==> src/rtl/utsp_pkg.sv <==
package utsp_pkg;

  localparam int MAX_DIM = 4;
  localparam int IDX_W   = 2;
  localparam int NENT    = MAX_DIM * MAX_DIM;

  // Q8.24 jitter steps for the first and the second factoring attempt
  localparam logic [63:0] JIT1 = 64'd17;
  localparam logic [63:0] JIT2 = 64'd16794;
  localparam logic signed [63:0] S_CLAMP = 64'sd274877906944;

  localparam logic [1:0] REG_DIMS    = 2'd0;
  localparam logic [1:0] REG_SAMPLES = 2'd1;

  localparam logic OP_MEAN   = 1'b0;
  localparam logic OP_SAMPLE = 1'b1;

  typedef struct packed {
    logic             mean_wr;
    logic             cov_clr;
    logic             dev_wr;
    logic             mul_dev;
    logic             acc_cov;
    logic             pdiv_start;
    logic             p_wr;
    logic             s_load;
    logic             la_rd;
    logic             lb_mul;
    logic             s_sub;
    logic             s_clamp;
    logic             sqrt_start;
    logic             ldiv_start;
    logic             l_wr_sqrt;
    logic             l_wr_div;
    logic             emit;
    logic             out_load;
    logic             out_fail;
    logic             retry;
    logic [IDX_W-1:0] i;
    logic [IDX_W-1:0] j;
    logic [IDX_W-1:0] r;
    logic [3:0]       pt;
    logic [IDX_W-1:0] el;
    logic             last;
    logic [2:0]       k;
    logic [15:0]      m1;
  } utsp_cmd_t;

  typedef struct packed {
    logic div_done;
    logic sqrt_done;
    logic s_le0;
  } utsp_stat_t;

  // saturate a sign and magnitude pair to signed 32 bits
  function automatic logic [31:0] sat_mag(input logic neg, input logic [63:0] mag);
    logic [31:0] res;
    if (!neg) begin
      res = (mag > 64'h7FFF_FFFF) ? 32'h7FFF_FFFF : mag[31:0];
    end else begin
      res = (mag > 64'h8000_0000) ? 32'h8000_0000 : (~mag[31:0] + 32'd1);
    end
    return res;
  endfunction

  function automatic logic [31:0] sat33(input logic [32:0] v);
    logic [31:0] res;
    if (v[32] != v[31]) begin
      res = v[32] ? 32'h8000_0000 : 32'h7FFF_FFFF;
    end else begin
      res = v[31:0];
    end
    return res;
  endfunction

  function automatic logic [63:0] jitter(input logic [2:0] k, input logic retry);
    logic [63:0] base;
    base = retry ? JIT2 : JIT1;
    return base * {61'd0, k};
  endfunction

endpackage

==> src/rtl/utsp_ctrl.sv <==
module utsp_ctrl import utsp_pkg::*; (
  input  logic        clk_i,
  input  logic        rst_ni,
  input  logic        cfg_we_i,
  input  logic [1:0]  cfg_idx_i,
  input  logic [15:0] cfg_wdata_i,
  input  logic        in_valid_i,
  output logic        in_ready_o,
  input  logic        opcode_i,
  output logic        out_valid_o,
  input  logic        out_ready_i,
  input  utsp_stat_t  stat_i,
  output utsp_cmd_t   cmd_o
);

  typedef enum logic [14:0] {
    ST_IDLE   = 15'h0001,
    ST_MUL    = 15'h0002,
    ST_ACC    = 15'h0004,
    ST_PDIV   = 15'h0008,
    ST_PWAIT  = 15'h0010,
    ST_SLOAD  = 15'h0020,
    ST_RDA    = 15'h0040,
    ST_RDB    = 15'h0080,
    ST_SUB    = 15'h0100,
    ST_CLAMP  = 15'h0200,
    ST_CHECK  = 15'h0400,
    ST_SQWAIT = 15'h0800,
    ST_LDWAIT = 15'h1000,
    ST_EMIT   = 15'h2000,
    ST_FAIL   = 15'h4000
  } state_e;

  typedef enum logic [2:0] {
    PH_IDLE   = 3'b001,
    PH_MEAN   = 3'b010,
    PH_SAMPLE = 3'b100
  } phase_e;

  state_e           state_q, state_d;
  phase_e           phase_q, phase_d;
  logic [2:0]       dims_q, dims_d;
  logic [15:0]      samples_q, samples_d;
  logic [IDX_W-1:0] i_q, i_d, j_q, j_d, r_q, r_d, el_q, el_d;
  logic [15:0]      si_q, si_d;
  logic [3:0]       pt_q, pt_d;
  logic             retry_q, retry_d;
  logic             out_valid_q, out_valid_d;

  logic [2:0]       k;
  logic [15:0]      m1;
  logic [IDX_W-1:0] ec;
  logic             i_last, el_last, j_eq_i, pair_done, slot_free, pt_final;
  logic [IDX_W-1:0] adv_i, adv_j;
  logic [3:0]       col_full;

  assign k  = (dims_q == 3'd0) ? 3'd1 : ((dims_q > 3'd4) ? 3'd4 : dims_q);
  assign m1 = (samples_q == 16'd0) ? 16'd0 : samples_q - 16'd1;

  assign i_last    = ({1'b0, i_q} + 3'd1) == k;
  assign el_last   = ({1'b0, el_q} + 3'd1) == k;
  assign j_eq_i    = j_q == i_q;
  assign pair_done = j_eq_i && i_last;
  assign adv_i     = j_eq_i ? i_q + 2'd1 : i_q;
  assign adv_j     = j_eq_i ? 2'd0 : j_q + 2'd1;
  assign slot_free = !out_valid_q || out_ready_i;
  assign pt_final  = pt_q == {k, 1'b0};
  assign col_full  = (pt_q <= {1'b0, k}) ? pt_q - 4'd1 : pt_q - 4'd1 - {1'b0, k};

  always_comb begin
    state_d   = state_q;
    phase_d   = phase_q;
    dims_d    = dims_q;
    samples_d = samples_q;
    i_d       = i_q;
    j_d       = j_q;
    r_d       = r_q;
    si_d      = si_q;
    pt_d      = pt_q;
    el_d      = el_q;
    retry_d   = retry_q;
    ec        = i_q;
    in_ready_o = 1'b0;

    cmd_o       = '0;
    cmd_o.i     = i_q;
    cmd_o.j     = j_q;
    cmd_o.r     = r_q;
    cmd_o.pt    = pt_q;
    cmd_o.el    = el_q;
    cmd_o.k     = k;
    cmd_o.m1    = m1;
    cmd_o.retry = retry_q;

    unique case (state_q)
      ST_IDLE: begin
        in_ready_o = 1'b1;
        if (in_valid_i) begin
          if (opcode_i == OP_MEAN) begin
            // a mean element outside the mean phase opens a new step
            if (phase_q != PH_MEAN) begin
              cmd_o.cov_clr = 1'b1;
              ec            = '0;
              si_d          = '0;
              phase_d       = PH_MEAN;
            end
            cmd_o.i       = ec;
            cmd_o.mean_wr = 1'b1;
            if (({1'b0, ec} + 3'd1) >= k) begin
              i_d     = '0;
              phase_d = PH_SAMPLE;
            end else begin
              i_d = ec + 2'd1;
            end
          end else if (phase_q == PH_SAMPLE) begin
            cmd_o.dev_wr = 1'b1;
            j_d          = '0;
            state_d      = ST_MUL;
          end
        end
      end
      ST_MUL: begin
        cmd_o.mul_dev = 1'b1;
        state_d       = ST_ACC;
      end
      ST_ACC: begin
        cmd_o.acc_cov = 1'b1;
        if (!j_eq_i) begin
          j_d     = j_q + 2'd1;
          state_d = ST_MUL;
        end else begin
          j_d = '0;
          if (!i_last) begin
            i_d     = i_q + 2'd1;
            state_d = ST_IDLE;
          end else begin
            i_d = '0;
            if (({1'b0, si_q} + 17'd1) < ({1'b0, m1} + 17'd1)) begin
              si_d    = si_q + 16'd1;
              state_d = ST_IDLE;
            end else begin
              si_d    = '0;
              phase_d = PH_IDLE;
              state_d = ST_PDIV;
            end
          end
        end
      end
      ST_PDIV: begin
        if (m1 == '0) begin
          cmd_o.p_wr = 1'b1;
          i_d        = pair_done ? '0 : adv_i;
          j_d        = pair_done ? '0 : adv_j;
          if (pair_done) begin
            retry_d = 1'b0;
            state_d = ST_SLOAD;
          end
        end else begin
          cmd_o.pdiv_start = 1'b1;
          state_d          = ST_PWAIT;
        end
      end
      ST_PWAIT: begin
        if (stat_i.div_done) begin
          cmd_o.p_wr = 1'b1;
          i_d        = pair_done ? '0 : adv_i;
          j_d        = pair_done ? '0 : adv_j;
          retry_d    = 1'b0;
          state_d    = pair_done ? ST_SLOAD : ST_PDIV;
        end
      end
      ST_SLOAD: begin
        cmd_o.s_load = 1'b1;
        r_d          = '0;
        state_d      = (j_q == '0) ? ST_CLAMP : ST_RDA;
      end
      ST_RDA: begin
        cmd_o.la_rd = 1'b1;
        state_d     = ST_RDB;
      end
      ST_RDB: begin
        cmd_o.lb_mul = 1'b1;
        state_d      = ST_SUB;
      end
      ST_SUB: begin
        cmd_o.s_sub = 1'b1;
        if ((r_q + 2'd1) == j_q) begin
          r_d     = '0;
          state_d = ST_CLAMP;
        end else begin
          r_d     = r_q + 2'd1;
          state_d = ST_RDA;
        end
      end
      ST_CLAMP: begin
        cmd_o.s_clamp = 1'b1;
        state_d       = ST_CHECK;
      end
      ST_CHECK: begin
        if (j_eq_i) begin
          if (stat_i.s_le0) begin
            i_d = '0;
            j_d = '0;
            if (!retry_q) begin
              retry_d = 1'b1;
              state_d = ST_SLOAD;
            end else begin
              state_d = ST_FAIL;
            end
          end else begin
            cmd_o.sqrt_start = 1'b1;
            state_d          = ST_SQWAIT;
          end
        end else begin
          cmd_o.ldiv_start = 1'b1;
          state_d          = ST_LDWAIT;
        end
      end
      ST_SQWAIT: begin
        if (stat_i.sqrt_done) begin
          cmd_o.l_wr_sqrt = 1'b1;
          i_d             = pair_done ? '0 : adv_i;
          j_d             = pair_done ? '0 : adv_j;
          pt_d            = '0;
          el_d            = '0;
          state_d         = pair_done ? ST_EMIT : ST_SLOAD;
        end
      end
      ST_LDWAIT: begin
        if (stat_i.div_done) begin
          cmd_o.l_wr_div = 1'b1;
          i_d            = pair_done ? '0 : adv_i;
          j_d            = pair_done ? '0 : adv_j;
          pt_d           = '0;
          el_d           = '0;
          state_d        = pair_done ? ST_EMIT : ST_SLOAD;
        end
      end
      ST_EMIT: begin
        cmd_o.emit = 1'b1;
        cmd_o.r    = col_full[IDX_W-1:0];
        cmd_o.last = pt_final && el_last;
        if (slot_free) begin
          cmd_o.out_load = 1'b1;
          if (el_last) begin
            el_d = '0;
            if (pt_final) begin
              pt_d    = '0;
              state_d = ST_IDLE;
            end else begin
              pt_d = pt_q + 4'd1;
            end
          end else begin
            el_d = el_q + 2'd1;
          end
        end
      end
      ST_FAIL: begin
        if (slot_free) begin
          cmd_o.out_load = 1'b1;
          cmd_o.out_fail = 1'b1;
          state_d        = ST_IDLE;
        end
      end
      default: begin
        state_d = ST_IDLE;
      end
    endcase

    // a write to dims or sample_count drops any step in progress
    if (cfg_we_i && (cfg_idx_i == REG_DIMS || cfg_idx_i == REG_SAMPLES)) begin
      if (cfg_idx_i == REG_DIMS) begin
        dims_d = cfg_wdata_i[2:0];
      end else begin
        samples_d = cfg_wdata_i;
      end
      phase_d = PH_IDLE;
      state_d = ST_IDLE;
      i_d     = '0;
      j_d     = '0;
      r_d     = '0;
      si_d    = '0;
    end
  end

  assign out_valid_d = cmd_o.out_load ? 1'b1 : (out_ready_i ? 1'b0 : out_valid_q);
  assign out_valid_o = out_valid_q;

  always_ff @(posedge clk_i or negedge rst_ni) begin
    if (!rst_ni) begin
      state_q     <= ST_IDLE;
      phase_q     <= PH_IDLE;
      dims_q      <= 3'd4;
      samples_q   <= 16'd2;
      i_q         <= '0;
      j_q         <= '0;
      r_q         <= '0;
      si_q        <= '0;
      pt_q        <= '0;
      el_q        <= '0;
      retry_q     <= 1'b0;
      out_valid_q <= 1'b0;
    end else begin
      state_q     <= state_d;
      phase_q     <= phase_d;
      dims_q      <= dims_d;
      samples_q   <= samples_d;
      i_q         <= i_d;
      j_q         <= j_d;
      r_q         <= r_d;
      si_q        <= si_d;
      pt_q        <= pt_d;
      el_q        <= el_d;
      retry_q     <= retry_d;
      out_valid_q <= out_valid_d;
    end
  end

  a_load_free: assert property (@(posedge clk_i) disable iff (!rst_ni)
    cmd_o.out_load |-> (!out_valid_q || out_ready_i))
    else $error("result loaded over an untaken one");

  a_row_range: assert property (@(posedge clk_i) disable iff (!rst_ni)
    ({1'b0, i_q} < k))
    else $error("row index beyond dimension");

  a_lower_tri: assert property (@(posedge clk_i) disable iff (!rst_ni)
    (j_q <= i_q))
    else $error("column index above row");

  a_inner_range: assert property (@(posedge clk_i) disable iff (!rst_ni)
    (state_q == ST_RDA || state_q == ST_RDB || state_q == ST_SUB) |-> (r_q < j_q))
    else $error("inner index out of range");

endmodule

==> config.mk <==
export PLATFORM = sky130hd
export DESIGN_NAME = utsp_ctrl
export DESIGN_NICKNAME = d
export VERILOG_FILES = /design/src/rtl/utsp_pkg.sv /design/src/rtl/utsp_ctrl.sv
export SDC_FILE = /design/constraint.sdc
export NUM_CORES = 1
export LEC_CHECK = 0
export ABC_AREA = 1
export BUFFER_PORTS_ARGS = -buffer_cell sky130_fd_sc_hd__buf_2
export CAP_MARGIN = 10
export CORE_ASPECT_RATIO = 1.1
export CORE_MARGIN = 3
export CORE_UTILIZATION = 61
export CTS_BUF_LIST = sky130_fd_sc_hd__clkbuf_8
export DETAILED_ROUTE_END_ITERATION = 6
export GPL_TIMING_DRIVEN = 0
export PLACE_DENSITY = 0.85
export SYNTH_ARGS = -nofsm -noshare
export SYNTH_HDL_FRONTEND = slang
export SYNTH_SLANG_ARGS = --single-unit
==> constraint.sdc <==
create_clock -name clk_i -period 4.1 [get_ports clk_i]
set_input_delay 0.205 -clock clk_i [delete_from_list [all_inputs] [get_ports clk_i]]
set_output_delay 0.205 -clock clk_i [all_outputs]
set_load 0.02 [all_outputs]
Word-level counts from Yosys, hierarchy flattened
Cells that the tools add are included.

cells by class
  $add $sub $neg = 15
  magnitude comparators = 4
  equal/unequal tests = 53
  muxes and demuxes = 131
  bitwise logic cells = 1
  reduce and logical (&&, ||, !) cells = 28

operators with widths
  kind                                                                   number
  15-bit two-way mux                                                     16
  15-bit one-hot mux with 15 select lines                                1
  16-bit two-way mux                                                     8
  2-bit two-way mux                                                      40
  3-bit != test (second input constant)                                  18
  3-bit two-way mux                                                      12
  16-bit by 1-bit adder with 17-bit output (second input constant)       2
  16-bit logical NOT                                                     2
  1-bit two-way mux                                                      32
  4-bit two-way mux                                                      8
  16-bit one-hot mux with 2 select lines                                 1
  2-bit one-hot mux with 6 select lines                                  2
  10-bit two-way mux                                                     2
  2-bit != test (second input constant)                                  9
  9-bit AND reduction                                                    2
  17-bit < comparator                                                    1
  16-bit by 1-bit adder with 16-bit output (second input constant)       1
  16-bit by 1-bit subtractor with 16-bit output (second input constant)  1
  15-bit by 1-bit == test with 1-bit output (second input constant)      1
  15-bit by 10-bit == test with 1-bit output (second input constant)     1
  15-bit by 11-bit == test with 1-bit output (second input constant)     1
  15-bit by 12-bit == test with 1-bit output (second input constant)     1
  15-bit by 13-bit == test with 1-bit output (second input constant)     1
  15-bit by 14-bit == test with 1-bit output (second input constant)     1
  49 further kinds                                                       68

storage, ports and cells
  register bits after elaboration = 67
  input port bits = 27
  output and inout bits = 54

Depth between registers and ports, before layout
  depth in word-level cells = 12
  mapped depth = 27
  depth with buffers taken out = 26

Least setup slack after synthesis
Ideal clock, no wire load.

  kind = reg-to-reg
  from = register samples_q[1]
  to = register phase_q[1]
  setup time = 0.066 ns
  data arrival time = 3.856 ns
  required time = 4.034 ns
  setup slack = 0.178 ns
  stages on the path, launching flop included = 28
  buffers on the path = 1
  cell sequence = dfstp_2 > inv_1 > ha_1 > nand2_4 > nor2_4 > nand2_4 > buf_8 > inv_1 > nor2_1 > ha_1 > nand2_1 > nor2_1 > nand3_1 > nor2_2 > nand2_1 > xor2_1 > ha_1 > a21oi_1 > nor2_1 > nor3_1 > nand2_1 > a21oi_1 > nand2_1 > nor3_2 > inv_1 > nand3_1 > nand2_1 > nand2_1

RTL lines
  element                   line              RTL
  start: declaration        utsp_ctrl.sv:43   logic [15:0] samples_q, samples_d;
  start signal: assignment  utsp_ctrl.sv:307  samples_q <= samples_d;
  end signal: assignment    utsp_ctrl.sv:305  phase_q <= phase_d;
  end: declaration          utsp_ctrl.sv:41   phase_e phase_q, phase_d;

Worst setup path in the final report
  from = register samples_q[1]
  to = register si_q[11]

between the ends
  word-level cells in the longest chain between the ends = 9
  elaborated cells on any way between the ends = 10

ends and longest elaborated chain
  element                                                                                     line              RTL
  16-bit by 1-bit subtractor with 16-bit output / 16-bit logical NOT (equally long branches)  utsp_ctrl.sv:58   assign m1 = (samples_q == 16'd0) ? 16'd0 : samples_q - 16'd1;
  16-bit two-way mux (*)                                                                      utsp_ctrl.sv:58
  16-bit by 1-bit adder with 17-bit output (*)                                                utsp_ctrl.sv:138  if (({1'b0, si_q} + 17'd1) < ({1'b0, m1} + 17'd1)) begin
  17-bit < comparator (*)                                                                     utsp_ctrl.sv:138
  16-bit two-way mux (*)                                                                      utsp_ctrl.sv:138
  16-bit two-way mux (*)                                                                      utsp_ctrl.sv:133  if (!i_last) begin
  16-bit two-way mux (*)                                                                      utsp_ctrl.sv:128  if (!j_eq_i) begin
  16-bit one-hot mux with 2 select lines (*)                                                  utsp_ctrl.sv:95   unique case (state_q)
  16-bit two-way mux (*)                                                                      utsp_ctrl.sv:271  if (cfg_we_i && (cfg_idx_i == REG_DIMS || cfg_idx_i == REG_SAMPLES)) begin
  end signal: assignment                                                                      utsp_ctrl.sv:311  si_q <= si_d;
  end: declaration                                                                            utsp_ctrl.sv:45   logic [15:0] si_q, si_d;

Every way passes the cells marked *; elsewhere a longest branch is shown, timed or not. The select of a mux whose other input is x is not followed.
A chain may end at the register's enable or synchronous reset.

==> results.ini <==
[run_status]
outcome=complete, no violations

[synthesis]
yosysWarnings=0
synth_compound_area_share_pct=9.53
yosysSeqAreaShare_pct=28.6
syn-cell-area_um2=5880
synth-edff-count=0
synth_top_family_by_area=simple AND/OR/NAND/NOR gates
synthFlopType=dfrtp_1
ys_types=49
synth_fa_ha_area_share_pct=6.81
ys_ff_latch=67
syn-num-nets=932
synthXorXnorAreaFrac_pct=4.77
ys_async_sr_fraction_pct=100
synth.area.mux_share_pct=0.383
syn-instance-count=873
yosys.area_share.simple_pct=39.7
postSynthAreaPerCell_um2=6.73

[final_layout]
multi_input_comb_area_um2=3730
drive_above_1_share_pct=21.1
regArea_um2=1680
insertedDiodeCount=0
final_cell_mix=201 x nand2_1, 134 x inv_1, 109 x nor2_1
fillCellCount=764
area_delta_synth_final_pct=17.1
finalNetCount=1038
final_common_cell=nand2_1
final_cell_area_um2=6890

[flow_run]
max_cap_viol_count=0

[drt]
wl_per_cell_um=14.1
postRouteAntennaNets=0
via_count=6047
drt-pass1-iter-count=5
drtIter0Drc=423
routed_via_density=5.51
route.detailed.drc=0
routed_wl_um=15400

[die]
initial_core_util_pct=64.3
die_h_um=109
die_w_um=99.6
std_cell_rows=36
core-area_um2=9140
dieArea_um2=10900
io_pins=81

[critical_path]
rrSetupSlack_ns=0.19
crit_path_end_kind=flip-flop
worst_ep_arrival_time_ns=4.19
startpoint_type=flip-flop
worst-path-max-fanout=8
critical_path_class=reg2reg
cp.required_ns=4.38

[clock_tree]
clock_latency_ns=0.36
cts_buffers=9
path_clk_slew_ns=0.07
cts.htree.levels=3
cts_sinks=67
cts-root-buf=clkbuf_8
cts_tree=built
clk_path_buf_depth=2

[place]
hpwl_um=11800
place_area_um2=6420
place_congestion=0.959
portBuffers=80

[sta]
hold_viol=0
setup_viol=0
layout_min_cycle_time_ns=3.91
slew_violations=0
fmax_ghz=0.256
tightest_slew_ns=0.855
skew_ns=0.0112
tns_ns=0
finalCritPeriodShare_pct=95.2
max_slew_margin_pct=43.0

[grt]
grt_use_total_pct=28.4
grt_pass1_wl_um=24800
grt_pass1_vias=5385
grt.overflow.total=0
grt_antenna_before_repair=0
grt_max_degree=68

[pwr]
power.density_nw_per_um2=379
p_leak_nw=3.77
vdd_drop_max_v=0.000235

[min_path]
min_path_type=in2reg

==> timing repair <==
action / CTS / global route
buffers inserted: 4 / 10
hold endpoints to repair: 34 / 0
gates resized for setup: 8 / 20
pin swaps: 5 / 11
hold buffers: 1 / 0
setup endpoints to repair: 21 / 21
==> kinds of logic after synthesis <==
logic type               Yosys count
XOR/XNOR                          32
multiplexers                       2
AND/OR/NAND/NOR                  491
flip-flops                        67
adder cells (fa/ha/maj)           32
AO/OA/AOI/OAI                     97
buffers and inverters            152
==> layout make-up <==
type                            count  area share [%]
Buffer                             11           0.963
Clock buffer                       10            2.00
Clock inverter                      6            1.11
Inverter                          141            7.72
Multi-Input combinational cell    654            54.2
Sequential cell                    67            24.4
Tap cell                          114            2.07
Timing Repair Buffer               95            7.52
==> layer usage <==
| layer | wire length [um] | up-vias | global-route usage (%) |
|---|---|---|---|
| li1 | - | 3032 | - |
| met4 | 353 | 0 | 8.20 |
| met1 | 6920 | 2790 | 39.6 |
| met5 | 0 | - | 0 |
| met2 | 7190 | 186 | 45.7 |
| met3 | 973 | 39 | 4.73 |
==> stage by stage <==
| step | hold WS (ns) | util, % | power (mW) | setup WS (ns) | std cells |
|---|---|---|---|---|---|
| after CTS | 0.0727 | 73.4 | 2.56 | 0.0135 | 1088 |
| after global placement | 0.438 | 70.2 | 1.92 | -0.224 | 1067 |
| after detailed placement | 0.370 | 70.3 | 1.94 | -0.285 | 1067 |
| after floorplan | -0.0906 | - | 1.64 | 0.178 | 873 |
| final | 0.0741 | 75.3 | 2.61 | 0.195 | 1098 |
| after global routing | 0.0760 | 75.3 | 2.79 | -0.0860 | 1098 |
==> registers in the layout (all words and copies together) (netlist names), 2 cells and up <==
register,cells
j_q,2
el_q,2
r_q,2
state_q,15
si_q,16
i_q,2
dims_q,3
pt_q,4
phase_q,3
samples_q,16
==> where the power goes <==
part	internal (mW)	switching, mW	total (mW)	leakage [nW]
combinational	0.368	0.837	1.21	2.80
clock	0.352	0.256	0.608	0.120
sequential	0.731	0.0664	0.798	0.846
total	1.45	1.16	2.61	3.77
==> critical path, cell delays in order, from the launching register on <==
cell	delay, ns
dfstp_2	0.55
inv_1	0.05
ha_2	0.19
nand2_4	0.08
nor2_4	0.04
nand2_4	0.08
buf_8	0.14
inv_1	0.07
nor2_4	0.13
ha_2	0.20
nand2_1	0.09
nor2_2	0.19
nand3_2	0.13
nor2_4	0.14
nand2_1	0.08
xor2_1	0.15
ha_1	0.29
a21oi_1	0.16
nor2_1	0.07
nor3_2	0.13
nand2_1	0.09
a21oi_2	0.12
nand2_2	0.12
nor3_4	0.18
buf_4	0.16
nand2_4	0.08
o22ai_1	0.13
==> worst paths after layout <==
path,from,to,cells past startpoint
max in group asynchronous,rst_ni,samples_q[11]$_DFFE_PN0P_,2
hold reg to reg,phase_q[0]$_DFFE_PN1P_,phase_q[0]$_DFFE_PN1P_,2
setup reg to reg,samples_q[1]$_DFFE_PN1P_,si_q[11]$_DFFE_PN0P_,26
hold / removal,cfg_wdata_i[12],samples_q[12]$_DFFE_PN0P_,2
setup / recovery,samples_q[1]$_DFFE_PN1P_,si_q[11]$_DFFE_PN0P_,26
min in group asynchronous,rst_ni,si_q[2]$_DFFE_PN0P_,2
==> Yosys cell counts, drive strengths merged (2+ instances only) <==
master  count  area (um2)
mux2        2        22.5
o21a        3        22.5
ha         32         400
nand3      82         440
nor3       26         184
dfrtp      63        1580
xor2       25         219
xnor2       7        61.3
nor4        8        50.1
buf         7        51.3
nand2     221         900
inv       141         532
o22ai       8        50.1
clkbuf      4        15.0
a21oi      32         171
nor2      131         586
nand4      19         149
o21ai      44         235
dfstp       4         105
a31oi       2        12.5
Note: power is estimated with default switching activity, not from simulation.
